**src/hdl/ctb_pkg.sv**
```systemverilog
`default_nettype none

package ctb_pkg;

    // Fixed limits of the block
    localparam int MAX_TILE_SIZE = 64;
    localparam int ADDRESS_BITS  = 24;
    localparam int MAX_ROWS      = 64;

    // Addresses wrap at ADDRESS_BITS and are carried on 24-bit fields
    localparam logic [23:0] ADDR_MASK = (ADDRESS_BITS >= 24) ? 24'hFF_FFFF
                                        : 24'((64'd1 << ADDRESS_BITS) - 64'd1);

    // Register map, word index on the APB port
    typedef enum logic [2:0] {
        REG_TILE_WIDTH    = 3'd0,
        REG_TILE_HEIGHT   = 3'd1,
        REG_SCREEN_WIDTH  = 3'd2,
        REG_SCREEN_HEIGHT = 3'd3,
        REG_SCREEN_PITCH  = 3'd4,
        REG_SHEET_PITCH   = 3'd5,
        REG_ORIGIN_X      = 3'd6,
        REG_ORIGIN_Y      = 3'd7
    } reg_idx_t;

    typedef struct packed {
        logic [6:0]         tile_width;
        logic [6:0]         tile_height;
        logic [12:0]        screen_width;
        logic [12:0]        screen_height;
        logic [13:0]        screen_pitch;
        logic [13:0]        sheet_pitch;
        logic signed [15:0] origin_x;
        logic signed [15:0] origin_y;
    } cfg_t;

    typedef struct packed {
        logic [7:0] sheet_col;
        logic [7:0] sheet_row;
        logic [9:0] map_col;
        logic [9:0] map_row;
    } req_t;

    typedef struct packed {
        logic [23:0] dst_address;
        logic [23:0] src_address;
        logic [6:0]  row_length;
        logic        last_row;
    } cmd_t;

    // Clipped span handed from the setup pipeline to the row generator
    typedef struct packed {
        logic [12:0] dst_x;
        logic [23:0] dst_row_off;
        logic [15:0] src_x;
        logic [23:0] src_row_off;
        logic [6:0]  width;
        logic [6:0]  rows;
    } span_t;

    function automatic logic [6:0] clamp_size(input logic [6:0] v);
        return (v > 7'(MAX_TILE_SIZE)) ? 7'(MAX_TILE_SIZE) : v;
    endfunction

endpackage

`default_nettype wire

```
**src/hdl/ctb_setup.sv**
```systemverilog
`default_nettype none

module ctb_setup
    import ctb_pkg::*;
(
    input  wire logic  clk,
    input  wire logic  rst_n,
    input  wire cfg_t  cfg,
    input  wire logic  req_valid,
    output logic       req_stall,
    input  wire req_t  req,
    output logic       span_valid,
    input  wire logic  span_ready,
    output span_t      span
);

    logic [6:0] tw;
    logic [6:0] th;
    logic       size_zero;

    assign tw = clamp_size(cfg.tile_width);
    assign th = clamp_size(cfg.tile_height);
    assign size_zero = (tw == '0) || (th == '0) ||
                       (cfg.screen_width == '0) || (cfg.screen_height == '0);

    // Stage valids and per-stage ready chain
    logic v1_reg, v2_reg, v3_reg, v4_reg, v5_reg;
    logic rdy1, rdy2, rdy3, rdy4, rdy5;

    assign rdy5 = !v5_reg || span_ready;
    assign rdy4 = !v4_reg || rdy5;
    assign rdy3 = !v3_reg || rdy4;
    assign rdy2 = !v2_reg || rdy3;
    assign rdy1 = !v1_reg || rdy2;
    assign req_stall = !rdy1;

    // Stage 1: products of cell indices and tile size
    logic [16:0] px_reg, py_reg, px_next, py_next;
    logic [15:0] s1_sx_reg, s1_sy_reg, s1_sx_next, s1_sy_next;
    logic        zero1_reg;

    assign px_next    = 17'(req.map_col * tw);
    assign py_next    = 17'(req.map_row * th);
    assign s1_sx_next = 16'(req.sheet_col * ({1'b0, tw} + 8'd1));
    assign s1_sy_next = 16'(req.sheet_row * ({1'b0, th} + 8'd1));

    // Stage 2: screen position of the tile
    logic signed [19:0] dx_reg, dy_reg, dx_next, dy_next;
    logic [15:0]        s2_sx_reg, s2_sy_reg;
    logic               zero2_reg;

    assign dx_next = $signed({{4{cfg.origin_x[15]}}, cfg.origin_x}) + $signed({3'b0, px_reg});
    assign dy_next = $signed({{4{cfg.origin_y[15]}}, cfg.origin_y}) + $signed({3'b0, py_reg});

    // Stage 3: hidden test and clip amounts on each edge
    logic signed [19:0] dxe, dye, dxr, dyr, ndx, ndy;
    logic               hide_next;
    logic [6:0]         cl_next, ct_next, cr_next, cb_next;
    logic [12:0]        dxc_next, dyc_next;
    logic [6:0]         cl_reg, ct_reg, cr_reg, cb_reg;
    logic [12:0]        s3_dxc_reg, s3_dyc_reg;
    logic [15:0]        s3_sx_reg, s3_sy_reg;
    logic               drop3_reg;

    assign dxe = dx_reg + $signed({13'b0, tw});
    assign dye = dy_reg + $signed({13'b0, th});
    assign dxr = dxe - $signed({7'b0, cfg.screen_width});
    assign dyr = dye - $signed({7'b0, cfg.screen_height});
    assign ndx = -dx_reg;
    assign ndy = -dy_reg;

    assign hide_next = zero2_reg ||
                       (dxe <= 20'sd0) || (dx_reg >= $signed({7'b0, cfg.screen_width})) ||
                       (dye <= 20'sd0) || (dy_reg >= $signed({7'b0, cfg.screen_height}));
    assign cl_next  = dx_reg[19] ? ndx[6:0] : '0;
    assign ct_next  = dy_reg[19] ? ndy[6:0] : '0;
    assign cr_next  = (dxr > 20'sd0) ? dxr[6:0] : '0;
    assign cb_next  = (dyr > 20'sd0) ? dyr[6:0] : '0;
    assign dxc_next = dx_reg[19] ? '0 : dx_reg[12:0];
    assign dyc_next = dy_reg[19] ? '0 : dy_reg[12:0];

    // Stage 4: visible width and rows, source start in the sheet
    logic signed [8:0] wd, hd;
    logic              drop4;
    logic [6:0]        w_next, h_next;
    logic [15:0]       sx_next, sy_next;
    logic [6:0]        w4_reg, h4_reg;
    logic [15:0]       s4_sx_reg, s4_sy_reg;
    logic [12:0]       s4_dxc_reg, s4_dyc_reg;
    logic              drop4_reg;

    assign wd = $signed({2'b0, tw}) - $signed({2'b0, cl_reg}) - $signed({2'b0, cr_reg});
    assign hd = $signed({2'b0, th}) - $signed({2'b0, ct_reg}) - $signed({2'b0, cb_reg});
    assign drop4   = drop3_reg || (wd <= 9'sd0) || (hd <= 9'sd0);
    assign w_next  = wd[6:0];
    assign h_next  = (hd > $signed(9'(MAX_ROWS))) ? 7'(MAX_ROWS) : hd[6:0];
    assign sx_next = s3_sx_reg + 16'd1 + {9'b0, cl_reg};
    assign sy_next = s3_sy_reg + 16'd1 + {9'b0, ct_reg};

    // Stage 5: row offsets of the first visible row
    logic [26:0] dprod;
    logic [29:0] sprod;
    span_t       span_reg, span_next;

    assign dprod = s4_dyc_reg * cfg.screen_pitch;
    assign sprod = s4_sy_reg * cfg.sheet_pitch;

    always_comb
    begin
        span_next.dst_x       = s4_dxc_reg;
        span_next.dst_row_off = dprod[23:0];
        span_next.src_x       = s4_sx_reg;
        span_next.src_row_off = sprod[23:0];
        span_next.width       = w4_reg;
        span_next.rows        = h4_reg;
    end

    // Valid bits; a dropped tile leaves stage 4 without reaching the output
    always_ff @(posedge clk or negedge rst_n)
    begin
        if (!rst_n)
        begin
            v1_reg <= 1'b0;
            v2_reg <= 1'b0;
            v3_reg <= 1'b0;
            v4_reg <= 1'b0;
            v5_reg <= 1'b0;
        end
        else
        begin
            if (rdy1) v1_reg <= req_valid;
            if (rdy2) v2_reg <= v1_reg;
            if (rdy3) v3_reg <= v2_reg;
            if (rdy4) v4_reg <= v3_reg;
            if (rdy5) v5_reg <= v4_reg && !drop4_reg;
        end
    end

    // Stage payloads
    always_ff @(posedge clk)
    begin
        if (rdy1)
        begin
            px_reg    <= px_next;
            py_reg    <= py_next;
            s1_sx_reg <= s1_sx_next;
            s1_sy_reg <= s1_sy_next;
            zero1_reg <= size_zero;
        end
        if (rdy2)
        begin
            dx_reg    <= dx_next;
            dy_reg    <= dy_next;
            s2_sx_reg <= s1_sx_reg;
            s2_sy_reg <= s1_sy_reg;
            zero2_reg <= zero1_reg;
        end
        if (rdy3)
        begin
            cl_reg     <= cl_next;
            ct_reg     <= ct_next;
            cr_reg     <= cr_next;
            cb_reg     <= cb_next;
            s3_dxc_reg <= dxc_next;
            s3_dyc_reg <= dyc_next;
            s3_sx_reg  <= s2_sx_reg;
            s3_sy_reg  <= s2_sy_reg;
            drop3_reg  <= hide_next;
        end
        if (rdy4)
        begin
            w4_reg     <= w_next;
            h4_reg     <= h_next;
            s4_sx_reg  <= sx_next;
            s4_sy_reg  <= sy_next;
            s4_dxc_reg <= s3_dxc_reg;
            s4_dyc_reg <= s3_dyc_reg;
            drop4_reg  <= drop4;
        end
        if (rdy5)
        begin
            span_reg <= span_next;
        end
    end

    assign span_valid = v5_reg;
    assign span       = span_reg;

endmodule

`default_nettype wire

```
**src/hdl/ctb_row_gen.sv**
```systemverilog
`default_nettype none

module ctb_row_gen
    import ctb_pkg::*;
(
    input  wire logic  clk,
    input  wire logic  rst_n,
    input  wire cfg_t  cfg,
    input  wire logic  span_valid,
    output logic       span_ready,
    input  wire span_t span,
    output logic       cmd_valid,
    input  wire logic  cmd_stall,
    output cmd_t       cmd
);

    logic        active_reg, active_next;
    logic [6:0]  rem_reg, rem_next;
    logic [23:0] dst_reg, dst_next;
    logic [23:0] src_reg, src_next;
    logic [6:0]  len_reg, len_next;
    logic        out_valid_reg, out_valid_next;
    cmd_t        out_reg, out_next;

    logic out_free;
    logic emit;
    logic load;

    // Output register frees when empty or when its row is taken
    assign out_free   = !out_valid_reg || !cmd_stall;
    assign emit       = active_reg && out_free;
    assign span_ready = !active_reg || (emit && (rem_reg == 7'd1));
    assign load       = span_valid && span_ready;

    // Walk the rows: one command per cycle while the output register is free, addresses step by the pitches
    always_comb
    begin
        active_next    = active_reg;
        rem_next       = rem_reg;
        dst_next       = dst_reg;
        src_next       = src_reg;
        len_next       = len_reg;
        out_valid_next = out_valid_reg && cmd_stall;
        out_next       = out_reg;
        if (emit)
        begin
            out_valid_next       = 1'b1;
            out_next.dst_address = dst_reg & ADDR_MASK;
            out_next.src_address = src_reg & ADDR_MASK;
            out_next.row_length  = len_reg;
            out_next.last_row    = (rem_reg == 7'd1);
            dst_next             = dst_reg + {10'b0, cfg.screen_pitch};
            src_next             = src_reg + {10'b0, cfg.sheet_pitch};
            rem_next             = rem_reg - 7'd1;
            active_next          = (rem_reg != 7'd1);
        end
        if (load)
        begin
            active_next = 1'b1;
            rem_next    = span.rows;
            len_next    = span.width;
            dst_next    = span.dst_row_off + {11'b0, span.dst_x};
            src_next    = span.src_row_off + {8'b0, span.src_x};
        end
    end

    always_ff @(posedge clk or negedge rst_n)
    begin
        if (!rst_n)
        begin
            active_reg    <= 1'b0;
            out_valid_reg <= 1'b0;
        end
        else
        begin
            active_reg    <= active_next;
            out_valid_reg <= out_valid_next;
        end
    end

    always_ff @(posedge clk)
    begin
        rem_reg <= rem_next;
        dst_reg <= dst_next;
        src_reg <= src_next;
        len_reg <= len_next;
        out_reg <= out_next;
    end

    assign cmd_valid = out_valid_reg;
    assign cmd       = out_reg;

`ifndef SYNTHESIS
    // A busy walker always has rows left
    a_rem_nonzero: assert property (@(posedge clk) disable iff (!rst_n)
        active_reg |-> (rem_reg != 7'd0))
        else $error("row walker active with no rows left");

    // Once a row that is not the last is taken, the next row follows at once
    a_rows_back_to_back: assert property (@(posedge clk) disable iff (!rst_n)
        (cmd_valid && !cmd_stall && !cmd.last_row) |=> cmd_valid)
        else $error("gap between rows of one tile");

    // Clipped rows are never empty nor longer than a tile
    a_len_range: assert property (@(posedge clk) disable iff (!rst_n)
        cmd_valid |-> ((cmd.row_length != 7'd0) && (cmd.row_length <= 7'(MAX_TILE_SIZE))))
        else $error("row length out of range");

    // A new tile is only loaded while no rows of the previous one are pending
    a_load_clean: assert property (@(posedge clk) disable iff (!rst_n)
        load |-> (!active_reg || (rem_reg == 7'd1)))
        else $error("tile loaded over unfinished rows");
`endif

endmodule

`default_nettype wire

```
**src/hdl/clipped_tile_blit_row_generator.sv**
```systemverilog
// Channel  | Signals                       | Direction | Transaction
// ---------+-------------------------------+-----------+-------------------------------
// req      | req_valid, req_stall, req     | in        | one tile draw request
// cmd      | cmd_valid, cmd_stall, cmd     | out       | one row-copy command
// apb      | psel, penable, pwrite, paddr, | in/out    | register write or read,
//          | pwdata, prdata, pready        |           | pready always high
//
// A visible tile gives one command per cycle while cmd_stall is low, so it occupies
// the row walker for one command per visible row (1..64); a hidden tile is dropped
// in the setup stages. The first command passes four further setup stages after the
// request is taken, then the row walker load and the output register.
// Reset clears valids and restores register defaults.
// cmd_stall holds the output register and backs up through the setup stages.
`default_nettype none

module clipped_tile_blit_row_generator
    import ctb_pkg::*;
(
    input  wire logic        clk,
    input  wire logic        rst_n,
    input  wire logic        req_valid,
    output logic             req_stall,
    input  wire req_t        req,
    output logic             cmd_valid,
    input  wire logic        cmd_stall,
    output cmd_t             cmd,
    input  wire logic        psel,
    input  wire logic        penable,
    input  wire logic        pwrite,
    input  wire logic [4:0]  paddr,
    input  wire logic [31:0] pwdata,
    output logic [31:0]      prdata,
    output logic             pready
);

    cfg_t     cfg_reg;
    reg_idx_t reg_idx;
    logic     cfg_write;

    assign pready    = 1'b1;
    assign reg_idx   = reg_idx_t'(paddr[4:2]);
    assign cfg_write = psel && penable && pwrite && pready;

    // Register file
    always_ff @(posedge clk or negedge rst_n)
    begin
        if (!rst_n)
        begin
            cfg_reg.tile_width    <= 7'd16;
            cfg_reg.tile_height   <= 7'd16;
            cfg_reg.screen_width  <= 13'd800;
            cfg_reg.screen_height <= 13'd512;
            cfg_reg.screen_pitch  <= 14'd800;
            cfg_reg.sheet_pitch   <= 14'd1024;
            cfg_reg.origin_x      <= 16'sd0;
            cfg_reg.origin_y      <= 16'sd0;
        end
        else if (cfg_write)
        begin
            case (reg_idx)
                REG_TILE_WIDTH:    cfg_reg.tile_width    <= pwdata[6:0];
                REG_TILE_HEIGHT:   cfg_reg.tile_height   <= pwdata[6:0];
                REG_SCREEN_WIDTH:  cfg_reg.screen_width  <= pwdata[12:0];
                REG_SCREEN_HEIGHT: cfg_reg.screen_height <= pwdata[12:0];
                REG_SCREEN_PITCH:  cfg_reg.screen_pitch  <= pwdata[13:0];
                REG_SHEET_PITCH:   cfg_reg.sheet_pitch   <= pwdata[13:0];
                REG_ORIGIN_X:      cfg_reg.origin_x      <= pwdata[15:0];
                REG_ORIGIN_Y:      cfg_reg.origin_y      <= pwdata[15:0];
                default: ;
            endcase
        end
    end

    // Read back
    always_comb
    begin
        case (reg_idx)
            REG_TILE_WIDTH:    prdata = {25'b0, cfg_reg.tile_width};
            REG_TILE_HEIGHT:   prdata = {25'b0, cfg_reg.tile_height};
            REG_SCREEN_WIDTH:  prdata = {19'b0, cfg_reg.screen_width};
            REG_SCREEN_HEIGHT: prdata = {19'b0, cfg_reg.screen_height};
            REG_SCREEN_PITCH:  prdata = {18'b0, cfg_reg.screen_pitch};
            REG_SHEET_PITCH:   prdata = {18'b0, cfg_reg.sheet_pitch};
            REG_ORIGIN_X:      prdata = {16'b0, cfg_reg.origin_x};
            REG_ORIGIN_Y:      prdata = {16'b0, cfg_reg.origin_y};
            default:           prdata = '0;
        endcase
    end

    logic  span_valid;
    logic  span_ready;
    span_t span;

    ctb_setup u_setup (
        .clk        (clk),
        .rst_n      (rst_n),
        .cfg        (cfg_reg),
        .req_valid  (req_valid),
        .req_stall  (req_stall),
        .req        (req),
        .span_valid (span_valid),
        .span_ready (span_ready),
        .span       (span)
    );

    ctb_row_gen u_row_gen (
        .clk        (clk),
        .rst_n      (rst_n),
        .cfg        (cfg_reg),
        .span_valid (span_valid),
        .span_ready (span_ready),
        .span       (span),
        .cmd_valid  (cmd_valid),
        .cmd_stall  (cmd_stall),
        .cmd        (cmd)
    );

endmodule

`default_nettype wire

```
**config.mk**
```make
export PLATFORM = sky130hd
export DESIGN_NAME = clipped_tile_blit_row_generator
export DESIGN_NICKNAME = d
export VERILOG_FILES = /design/src/hdl/ctb_pkg.sv /design/src/hdl/ctb_setup.sv /design/src/hdl/ctb_row_gen.sv /design/src/hdl/clipped_tile_blit_row_generator.sv
export SDC_FILE = /design/constraint.sdc
export NUM_CORES = 2
export LEC_CHECK = 0
export ABC_AREA = 1
export BUFFER_PORTS_ARGS = -buffer_cell sky130_fd_sc_hd__buf_2
export CORE_AREA = 2 2 313 315
export CTS_BUF_LIST = sky130_fd_sc_hd__clkbuf_4 sky130_fd_sc_hd__clkbuf_8 sky130_fd_sc_hd__clkbuf_16
export DETAILED_ROUTE_END_ITERATION = 8
export DIE_AREA = 0 0 315 317
export PLACE_DENSITY = 0.71
export SYNTH_ARGS = -nofsm -noshare
export SYNTH_HDL_FRONTEND = slang
export SYNTH_SLANG_ARGS = --single-unit
```
**constraint.sdc**
```tcl
create_clock -name clk -period 22.5 [get_ports clk]
set_clock_uncertainty 0.05 [all_clocks]
set_input_delay 1.125 -clock clk [delete_from_list [all_inputs] [get_ports clk]]
set_output_delay 1.125 -clock clk [all_outputs]
set_load 0.005 [all_outputs]
```
==> reports/metrics.yaml <==
cells_and_area:
  drive_above_1_share_pct: 6.20
  final_common_cell: "nand2_1"
  nets: 7044
  syn_to_final_growth_pct: 8.61
  fillerInstances: 8312
  largest_register_ffs: 100
  layout_common_cells: "nand2_1 (1232), inv_1 (1231), edfxtp_1 (507), ha_1 (474), fa_1 (448)"
clock_tree:
  clock_latency_ps: 640
  cts_buffers: 70
  htree_num_levels: 3
  cts_setup_buffers: 0
  cts_tree: "built"
  clk_pin_slew_ps: 60
  root_buffer: "clkbuf_16"
  cts_resized: 0
  clkSinkCount: 614
  hold_buffers: 0
  clk_path_buf_depth: 3
detailed_routing:
  wl_per_cell_um: 17.8
  avgViaCountPerCell: 5.38
  drt-initial-drc-count: 3262
  drc_errors: 0
  final_antenna_net_count: 0
  vias: 39700
  firstDrtPassIters: 6
  drt-total-wl_um: 132000
yosys:
  synth_cells: 5898
  syn_area_per_cell_um2: 8.93
  synth-seq-cells: 614
  synth_area_leaders: "edfxtp_1 (29%), fa_1 (17%), ha_1 (11%), inv_1 (8.8%), nand2_1 (8.8%)"
  syn_area_um2: 52700
  synth_top_cell_by_area: "edfxtp_1"
  synth_ff_type: "edfxtp_1"
  ys_async_sr_fraction_pct: 17.4
  synth_top_area_share_pct: 28.9
  synth_cell_type_count: 64
  yosysSeqAreaShare_pct: 34.0
  yosys_warnings: 0
  synth_edf_count: 507
critical_path:
  endpoint_kind: "flop"
  timing.critical_path.mode_cell: "inv_1"
  crit_path_start_kind: "flop"
  max_stage_delay_ps: 590
  crit_fanout: 11
  worstSetupPathType: "reg2reg"
  slowest_stage: "o21ai_1"
  path_buf_inv: 7
  worstPathArrival_ps: 6800
  cp_top_family: "adder cells"
  crit_required_ps: 22810
global_route:
  grt_pass1_wl_um: 210000
  grtUsageTotal_pct: 26.9
  gr-total-overflow: 0
  grt_pass1_vias: 39100
  grt_max_degree: 75
  antenna_found_initial: 9
floorplan:
  core_area_um2: 96300
  dieHeight_um: 317
  boundaryPins: 171
  die_x_um: 315
  die_area_um2: 99900
  initial_utilization_pct: 54.7
  num_rows: 114
sta:
  fin_tns_setup_ps: 0
  finalSetupViolCount: 0
  final.period_utilization_pct: 28.9
  grt_setup_unrepaired: "no"
  clock.fmax_mhz: 154
  hold_viol_final: 0
  maxSlewHeadroom_pct: 21.4
  period_needed_ps: 6490
  finalMaxSlewViolations: 0
  worst-slew-pin-transition_ps: 1180
placement:
  portBuffers: 135
  dpl.hpwl_um: 103000
  gp_congestion: 0.973
status:
  outcome: "finished clean"
min_path:
  hp-class: "reg2reg"
flow_run:
  cap_viol_max_count: 0
layer usage:
layer	track usage [%]	up-vias	wire, um
met4	6.35	10	3000
met2	44.4	1267	61400
met3	4.83	192	10500
met1	37.1	19200	56800
li1	-	19000	-
met5	0	-	51
cell families after synthesis:
family | after synthesis | synth area share (%)
buffers and inverters | 1376 | 9.95
adders and majority gates | 922 | 28.3
and+or+nand+nor | 1987 | 15.5
muxes | 7 | 0.145
xor gates and xnor gates | 265 | 4.42
DFF | 614 | 34.0
AOI/OAI and AO/OA | 725 | 7.65
other | 2 | 0.0143
synth_stat cells (19+ instances only):
cell	instances
xor2_1	180
a21o_1	19
o21ai_0	252
nand4_1	60
clkbuf_1	103
nor3_1	43
nand3_1	172
a21oi_1	304
nand2_1	1232
ha_1	474
xnor2_1	84
o211ai_1	20
inv_1	1234
o22ai_1	22
nor2_1	397
fa_1	448
dfrtp_1	97
edfxtp_1	507
a31oi_1	20
cell type report:
type / instances / area, um2 / share of cell area, %
diodes: 4 / 10.0 / 0.0175
clock buffers: 83 / 1930 / 3.38
clock inverters: 47 / 469 / 0.820
inverters: 1247 / 4680 / 8.19
multi-input cells: 3939 / 29700 / 51.8
flip-flops and latches: 614 / 17900 / 31.3
well taps: 1276 / 1600 / 2.79
repair buffers: 170 / 941 / 1.64
stage by stage:
step	util [%]	setup WS (ps)	instance area, um2	hold WS (ps)	std cells
3_5_place_dp	56.9	16040	54800	355	7246
3_3_place_gp	56.9	16140	54800	351	7246
4_1_cts	59.4	16050	57200	362	7376
6_report	59.4	16010	57200	362	7380
5_1_grt	59.4	15570	57200	368	7377
2_1_floorplan	-	13490	52800	349	5929
worst register-to-register path, stage by stage (launching register included):
cell,delay (ps)
dfrtp_1,440
inv_1,80
nor2_2,70
buf_4,240
inv_1,300
nor3_1,490
inv_1,140
o21ai_1,600
or2_2,240
fa_1,440
fa_1,570
inv_1,60
fa_1,480
inv_1,50
fa_1,470
inv_1,40
ha_1,340
a21oi_1,200
o21ai_0,90
a21oi_1,190
nor2_1,60
o21ai_0,140
nand2_1,100
a21oi_1,120
o21ai_0,100
xor2_1,160
final timing paths:
path                                       startpoint  cells past startpoint  slack (ps)                     to
worst max-delay path                      cfg_reg[87]                     25       16010  u_setup.s1_sy_reg[14]
worst min-delay path            u_setup.s4_dxc_reg[6]                      0         360       u_setup.span[84]
worst max register to register            cfg_reg[87]                     25       16010  u_setup.s1_sy_reg[14]
worst min register to register  u_setup.s4_dxc_reg[6]                      0         360       u_setup.span[84]
max in group asynchronous                       rst_n                      2       20620            cfg_reg[52]
min in group asynchronous                       rst_n                      1         460         u_setup.v1_reg
Power is not shown: default switching activity piles up to over one toggle a cycle in this logic, so the estimate is an artifact.
